`config.mk`:
```
export PLATFORM = sky130hd
export DESIGN_NAME = mexp_montmul
export DESIGN_NICKNAME = d
export VERILOG_FILES = /design/src/hdl/mexp_pkg.sv /design/src/hdl/mexp_montmul.sv
export SDC_FILE = /design/constraint.sdc
export NUM_CORES = 2
export LEC_CHECK = 0
export BUFFER_PORTS_ARGS = -buffer_cell sky130_fd_sc_hd__buf_4
export CORE_MARGIN = 5
export CORE_UTILIZATION = 48
export DETAILED_ROUTE_END_ITERATION = 6
export PLACE_DENSITY = 0.68
export SYNTH_ARGS = -nofsm -noshare
export SYNTH_HDL_FRONTEND = slang
export SYNTH_SLANG_ARGS = --single-unit
```
`constraint.sdc`:
```
create_clock -name clk -period 11.4 [get_ports clk]
set_input_delay 0 -clock clk [delete_from_list [all_inputs] [get_ports clk]]
set_output_delay 0 -clock clk [all_outputs]
set_load 0.01 [all_outputs]
```
`src/hdl/mexp_pkg.sv`:
```
`timescale 1ns / 1ps
// Package for the modular exponentiation unit: field widths, the prime,
// Montgomery constants and the word and control structs. No dependencies.
package mexp_pkg;

	localparam int unsigned VAL_W        = 30;
	localparam int unsigned EXP_W        = 32;
	localparam int unsigned MONT_BITS    = VAL_W;
	localparam int unsigned EXP_BITS_DEF = 32;

	localparam logic [63:0] PRIME_W = 64'd1000000007;
	localparam logic [63:0] RADIX_W = 64'd1 << MONT_BITS;
	localparam logic [63:0] RMOD_W  = RADIX_W % PRIME_W;
	localparam logic [63:0] R2_W    = (RMOD_W * RMOD_W) % PRIME_W;

	// -1/P mod 2^MONT_BITS by Newton steps; each step doubles the good bits.
	function automatic logic [VAL_W-1:0] neg_inv_prime();
		logic [63:0] inv;
		inv = PRIME_W;
		for (int i = 0; i < 5; i++) begin
			inv = inv * (64'd2 - PRIME_W * inv);
		end
		return VAL_W'(64'd0 - inv);
	endfunction

	localparam logic [VAL_W-1:0] PRIME      = PRIME_W[VAL_W-1:0];
	localparam logic [VAL_W-1:0] MONT_UNITY = RMOD_W[VAL_W-1:0];
	localparam logic [VAL_W-1:0] MONT_R2    = R2_W[VAL_W-1:0];
	localparam logic [VAL_W-1:0] PLAIN_ONE  = VAL_W'(1);
	localparam logic [VAL_W-1:0] PRIME_NINV = neg_inv_prime();

	typedef struct packed {
		logic [VAL_W-1:0] base_value;
		logic [EXP_W-1:0] exponent;
	} in_word_t;

	typedef struct packed {
		logic [VAL_W-1:0] power_result;
	} out_word_t;

	typedef struct packed {
		logic             start;
		logic [VAL_W-1:0] a;
		logic [VAL_W-1:0] b;
	} mm_req_t;

	typedef struct packed {
		logic             done;
		logic [VAL_W-1:0] r;
	} mm_rsp_t;

endpackage

```
`src/hdl/mexp_montmul.sv`:
```
`timescale 1ns / 1ps
// Montgomery multiplier, R = 2^30, one shared 30x30 multiplier over three
// phases plus a final add and reduce. Depends on mexp_pkg.
module mexp_montmul (
	input  logic             clk,
	input  logic             arst_n,
	input  mexp_pkg::mm_req_t mm_req,
	output mexp_pkg::mm_rsp_t mm_rsp
);

	typedef enum logic [1:0] {
		MM_IDLE,
		MM_LOW,
		MM_FOLD,
		MM_FIN
	} mm_state_t;

	mm_state_t                     state_q;
	logic [mexp_pkg::VAL_W-1:0]    mul_x;
	logic [mexp_pkg::VAL_W-1:0]    mul_y;
	logic [2*mexp_pkg::VAL_W-1:0]  prod;
	logic [2*mexp_pkg::VAL_W-1:0]  t_q;
	logic [2*mexp_pkg::VAL_W-1:0]  m_q;
	logic [mexp_pkg::VAL_W-1:0]    u_q;
	logic [2*mexp_pkg::VAL_W:0]    sum;
	logic [mexp_pkg::VAL_W:0]      high;
	logic [mexp_pkg::VAL_W:0]      high_sub;
	logic [mexp_pkg::VAL_W-1:0]    r_q;
	logic                          done_q;

	// Operand select for the shared multiplier.
	always_comb begin
		case (state_q)
			MM_IDLE: begin
				mul_x = mm_req.a;
				mul_y = mm_req.b;
			end
			MM_LOW: begin
				mul_x = t_q[mexp_pkg::VAL_W-1:0];
				mul_y = mexp_pkg::PRIME_NINV;
			end
			MM_FOLD: begin
				mul_x = u_q;
				mul_y = mexp_pkg::PRIME;
			end
			default: begin
				mul_x = '0;
				mul_y = '0;
			end
		endcase
	end

	assign prod     = (2*mexp_pkg::VAL_W)'(mul_x) * (2*mexp_pkg::VAL_W)'(mul_y);
	assign sum      = {1'b0, t_q} + {1'b0, m_q};
	assign high     = sum[2*mexp_pkg::VAL_W:mexp_pkg::VAL_W];
	assign high_sub = high - {1'b0, mexp_pkg::PRIME};

	always_ff @(posedge clk or negedge arst_n) begin
		if (!arst_n) begin
			state_q <= MM_IDLE;
			done_q  <= 1'b0;
		end else begin
			done_q <= (state_q == MM_FIN);
			case (state_q)
				MM_IDLE: begin
					if (mm_req.start) begin
						t_q     <= prod;
						state_q <= MM_LOW;
					end
				end
				MM_LOW: begin
					u_q     <= prod[mexp_pkg::VAL_W-1:0];
					state_q <= MM_FOLD;
				end
				MM_FOLD: begin
					m_q     <= prod;
					state_q <= MM_FIN;
				end
				MM_FIN: begin
					// Sum is below 2P after the shift; one subtract brings it under P.
					if (high >= {1'b0, mexp_pkg::PRIME}) begin
						r_q <= high_sub[mexp_pkg::VAL_W-1:0];
					end else begin
						r_q <= high[mexp_pkg::VAL_W-1:0];
					end
					state_q <= MM_IDLE;
				end
				default: state_q <= MM_IDLE;
			endcase
		end
	end

	assign mm_rsp = '{done: done_q, r: r_q};

endmodule

```
# After elaboration in Yosys (flattened, before gate mapping)
# Cells that the tools add are included.
[word_totals]
in_bits = 63
ff_bits = 183
out_inout_bits = 31
word_cells = 24
[op_classes]
order_cmp = 1
n_mul = 1
n_reduce_logical = 5
addsub = 2
mux = 5
eq_ne = 4
[op_table]
columns = ["op", "count"]
rows = [
  ["30-bit case mux with 3 select lines", 2],
  ["60-bit by 60-bit adder with 61-bit output", 1],
  ["30-bit by 30-bit multiplier with 60-bit output", 1],
  ["31-bit by 30-bit greater-or-equal comparator with 1-bit output (second input constant)", 1],
  ["30-bit 2-to-1 mux", 1],
  ["30-bit subtractor (second input constant)", 1],
  ["2-bit case mux with 4 select lines", 1],
  ["2-bit AND reduction", 3],
  ["2-bit equality test (second input constant)", 2],
  ["3-bit AND reduction", 1],
  ["2-bit by 1-bit equality test with 1-bit output (second input constant)", 1],
  ["2-bit logical NOT", 1],
  ["2-bit 2-to-1 mux", 1],
  ["2-bit inequality test (second input constant)", 1],
]

# Depth between registers and ports, before layout
[depth]
depth_word = 3
ltp_mapped = 39
ltp_nobuf = 35

# Worst setup path before layout
# OpenSTA, ideal clock, no wires.
[synth_path]
path_kind = "flip-flop to flip-flop"
from = "register state_q[0]"
to = "register m_q[51] (netlist name) (data pin)"
arrival_time_ps = 8495
period_less_slack_ps = 8764
path_stages_with_launch = 33
path_buffers = 3
required_ps = 11131
setup_ps = 269
slack_ps = 2636
path_cell_list = "dfrtp_1 inv_1 ha_1 clkbuf_1 clkbuf_1 nand2_1 a31oi_1 clkbuf_1 nand2_1 fa_1 fa_1 fa_1 fa_1 inv_1 fa_1 fa_1 fa_1 inv_1 fa_1 inv_1 ha_1 a21o_1 a21oi_1 nor2b_1 or4_1 o21ai_0 a31oi_1 nand2_1 nand2b_1 a221o_1 a21oi_1 o21ai_0 xor2_1"
[synth_between]
elab_chain_cells = 3
elab_cells_between_ends = 6
classes_between = "mul: 1; eq/ne: 2; mux: 2; reduce/logical: 1"
[synth_lines]
columns = ["element", "line", "text"]
rows = [
  ["start: declaration", "mexp_montmul.sv:18", "mm_state_t state_q;"],
  ["start signal: assignment", "mexp_montmul.sv:60", "state_q <= MM_IDLE;"],
  ["start signal: assignment", "mexp_montmul.sv:68", "state_q <= MM_LOW;"],
  ["start signal: assignment", "mexp_montmul.sv:73", "state_q <= MM_FOLD;"],
  ["2-bit equality test, or another cell as far along", "mexp_montmul.sv:33", "case (state_q)"],
  ["30-bit case mux with 3 select lines", "mexp_montmul.sv:33", ""],
  ["30-bit by 30-bit multiplier with 60-bit output (*)", "mexp_montmul.sv:53", "assign prod = (2*mexp_pkg::VAL_W)'(mul_x) * (2*mexp_pkg::VAL_W)'(mul_y);"],
  ["named net prod (one bit)", "mexp_montmul.sv:21", "logic [2*mexp_pkg::VAL_W-1:0] prod;"],
  ["end signal: assignment", "mexp_montmul.sv:76", "m_q <= prod;"],
  ["end: declaration", "mexp_montmul.sv:23", "logic [2*mexp_pkg::VAL_W-1:0] m_q;"],
]
# Mark *: on every way through the listed nets, which the timed path passes. The rest lies on a longest branch.
# A chain may end at the register's enable or synchronous reset.

# Final worst setup path
[layout_path]
from = "register state_q[1]"
to = "register t_q[58] (netlist name) (data pin)"
[layout_between]
elab_chain_cells = 3
elab_cells_between_ends = 6
classes_between = "mul: 1; eq/ne: 2; mux: 2; reduce/logical: 1"
[layout_lines]
columns = ["element", "line", "text"]
rows = [
  ["2-bit equality test, or another cell as far along", "mexp_montmul.sv:33", ""],
  ["30-bit case mux with 3 select lines", "mexp_montmul.sv:33", ""],
  ["30-bit by 30-bit multiplier with 60-bit output (*)", "mexp_montmul.sv:53", ""],
  ["named net prod (one bit)", "mexp_montmul.sv:21", ""],
  ["end signal: assignment", "mexp_montmul.sv:67", "t_q <= prod;"],
  ["end: declaration", "mexp_montmul.sv:22", "logic [2*mexp_pkg::VAL_W-1:0] t_q;"],
]
# Marked as above.

==> key figures <==
Logic synthesis
  • Area leader, netlist: fa_1
  • Top-count cell post-synth: inv_1
  • Post-synth EDFFs: 180
  • Ys async rst share: 0.0164
  • YS warnings: 0
  • Cells after synthesis: 4414
  • Post-synthesis sequential element count: 183
  • Synthesized area: 0.0395 mm2
  • Synth Flop Type: edfxtp_1
  • Most instantiated cells after synthesis: inv_1 (854), fa_1 (780), nor2_1 (610)
  • Net Count, Synth: 5569
  • Top cells by area, synth: fa_1 (40%), edfxtp_1 (14%), ha_1 (9.9%), inv_1 (8.1%), nor2_1 (5.8%)
  • Post-synthesis sequential area ratio: 0.139
  • Mapped Avg Cell Area: 8.94 um2
  • Synth cell types: 80
  • Top-area cell type share of the netlist area: 0.396

CTS
  • Clk slew on worst S/H paths: 0.07 ns
  • CTS tree: built
  • CTS max path bufs: 2
  • Clock Sinks: 183
  • Total CTS buffers: 17
  • Post-cts resize count: 0
  • H-Tree Depth: 4
  • Clk Latency, worst-skew pair: 0.44 ns
  • Root buf cell: clkbuf_16

Finish
  • Share of post-route cells with drive strength above 1: 0.0650
  • Antenna cell count: 0
  • Nets: 5556
  • Area grow syn2layout: 6.56%
  • Layout filler cell count: 7630

Worst setup path
  • CP Class: reg2reg
  • Worst r2r src: state_q[1]
  • Crit path from: state_q[1]
  • Worst endpoint required time: 11.58 ns
  • Slowest cell delay on critical path: 1.11 ns
  • Crit-path max FO: 31
  • Crit path launch type: flop
  • Critical-path top delay cell: a31oi_2
  • CP Capture Point: t_q[58]
  • Worst EP arrival: 10.54 ns
  • Reg2Reg Capture Point: t_q[58]
  • Crit-path most repeated cell: fa_1
  • Worst-case reg-to-reg path depth: 32
  • Reg2reg setup slack: 1.05 ns
  • Worst setup EP type: flop

Place
  • Post-DP HPWL: 106 mm
  • Setup Slack @ Placement: 1.35 ns
  • Routability Congestion: 0.996
  • IO buf count: 93

Global routing
  • Largest net degree at the start of global routing: 57
  • First-pass GRT wire length: 201 mm
  • Vias in the first global route: 32817
  • Overall Global Routing Usage: 0.299
  • Remaining Overflow, GRT: 0
  • Initial antenna violation count: 3

Floorplanning
  • Initial core utilization: 0.482
  • CORE AREA: 0.0818 mm2
  • Die W: 297 um
  • Die height: 297 um
  • # rows: 105
  • Die Area: 0.0881 mm2
  • Ports: 94

Timing
  • Final Setup Violations: 0
  • Setup ws final: 1.05 ns
  • Period utilisation layout: 0.908
  • Slew Viols, Final: 0
  • Final hold viol count: 0
  • FMAX: 0.0966 GHz
  • RSZ-0062 raised after global routing: no
  • Clk_skew: 0.0141 ns
  • Fin Setup TNS: 0 ns
  • Max_slew headroom: 0.0846
  • Minimum clock period: 10.35 ns
  • Worst slew pin tran: 1.37 ns

Min path
  • Min-Delay Path Depth: 3
  • Worst Hold Class: in2reg

Route
  • Vias after detailed routing: 32216
  • Overall routed net length: 133 mm
  • Post-route antenna net violation count: 0
  • Vias/cell: 5.87
  • Starting DRT DRC Count: 3278
  • Avg WL per Cell: 24.2 um
  • Number of iterations in the first detailed-routing pass: 6
  • Number of remaining DRC errors: 0

Run status
  • Status: complete, no violations

Run
  • # Max-Cap Violations: 0
==> registers in the layout, indices dropped and copies added, names as in the netlist <==
name / count
u_q: 30
t_q: 60
done_q: 1
state_q: 2
m_q: 60
r_q: 30
==> cells in the final DEF (no fill, tap or decap), types with 16 or more instances in the layout <==
cell and n:
fa_1 780, buf_4 173, a31o_2 32, nor3_1 27, clkbuf_16 17, edfxtp_1 180
a21o_1 82, nand3_1 31, nand2_1 587, and2_1 17, a21oi_1 162, xor2_1 35
inv_1 854, nand4_1 36, o21bai_1 25, o21ai_0 75, a31oi_1 31, nor2_1 610
a31oi_2 16, ha_1 310, xnor2_1 65, nand2b_1 17
==> cell families after synthesis <==
kind of cell,count (synthesis),synth area share
flops,183,0.139
fa+ha+maj,1092,0.494
compound gates,558,0.0920
xor+xnor,100,0.0222
simple gates,1412,0.149
buf+inv,1062,0.102
mux,7,0.00184
==> final cells by class <==
| cell class | instances | area, um2 | share of cell area |
|---|---|---|---|
| clock buffer | 18 | 429 | 0.0102 |
| multi-input combinational | 3169 | 30100 | 0.716 |
| clock inverter | 14 | 158 | 0.00375 |
| tap | 1070 | 1340 | 0.0318 |
| inverter | 854 | 3210 | 0.0762 |
| timing repair buffer | 176 | 1330 | 0.0316 |
| sequential | 183 | 5480 | 0.130 |
==> worst min-delay path by stage <==
stage / to / start
after floorplan: done_q / arst_n
after global placement: done_q / arst_n
after detailed placement: done_q / arst_n
after CTS: u_q[1] / mm_req[1]
after global routing: state_q[1] / mm_req[60]
final: state_q[1] / mm_req[60]
==> critical path: cells and delay by family, from the launching register on <==
kind,cells,cell delay (ns)
fa+ha+maj,10,4.33
compound gates,8,3.09
buf+inv,8,1.06
simple gates,5,0.97
xor+xnor,1,0.17
flops,1,0.44
==> metrics by stage <==
step / instances / utilization / instance area [um2] / hold slack (ns)
6_report: 5484 / 0.514 / 42100 / 0.365
3_5_place_dp: 5449 / 0.506 / 41500 / -0.178
2_1_floorplan: 4414 / - / 39500 / -0.296
5_1_grt: 5484 / 0.514 / 42100 / 0.364
4_1_cts: 5484 / 0.514 / 42100 / 0.348
3_3_place_gp: 5449 / 0.506 / 41400 / -0.178
==> layer usage <==
metal  up-vias  track usage  part of all wire
met5         -            0           0.00025
met4         4        0.129             0.058
met3       408       0.0863              0.12
met2      1871        0.450              0.43
met1     16206        0.408              0.39
li1      13727            -                 -
==> timing repair <==
item,in CTS,in global routing
hold buffers,3,0
endpoints found under the hold margin,5,0
buffers inserted,0,0
setup endpoints to repair,0,0
Power is left out: the tool's default activity adds up to more than one toggle a clock period on the data nets, which glitch-free logic cannot reach.
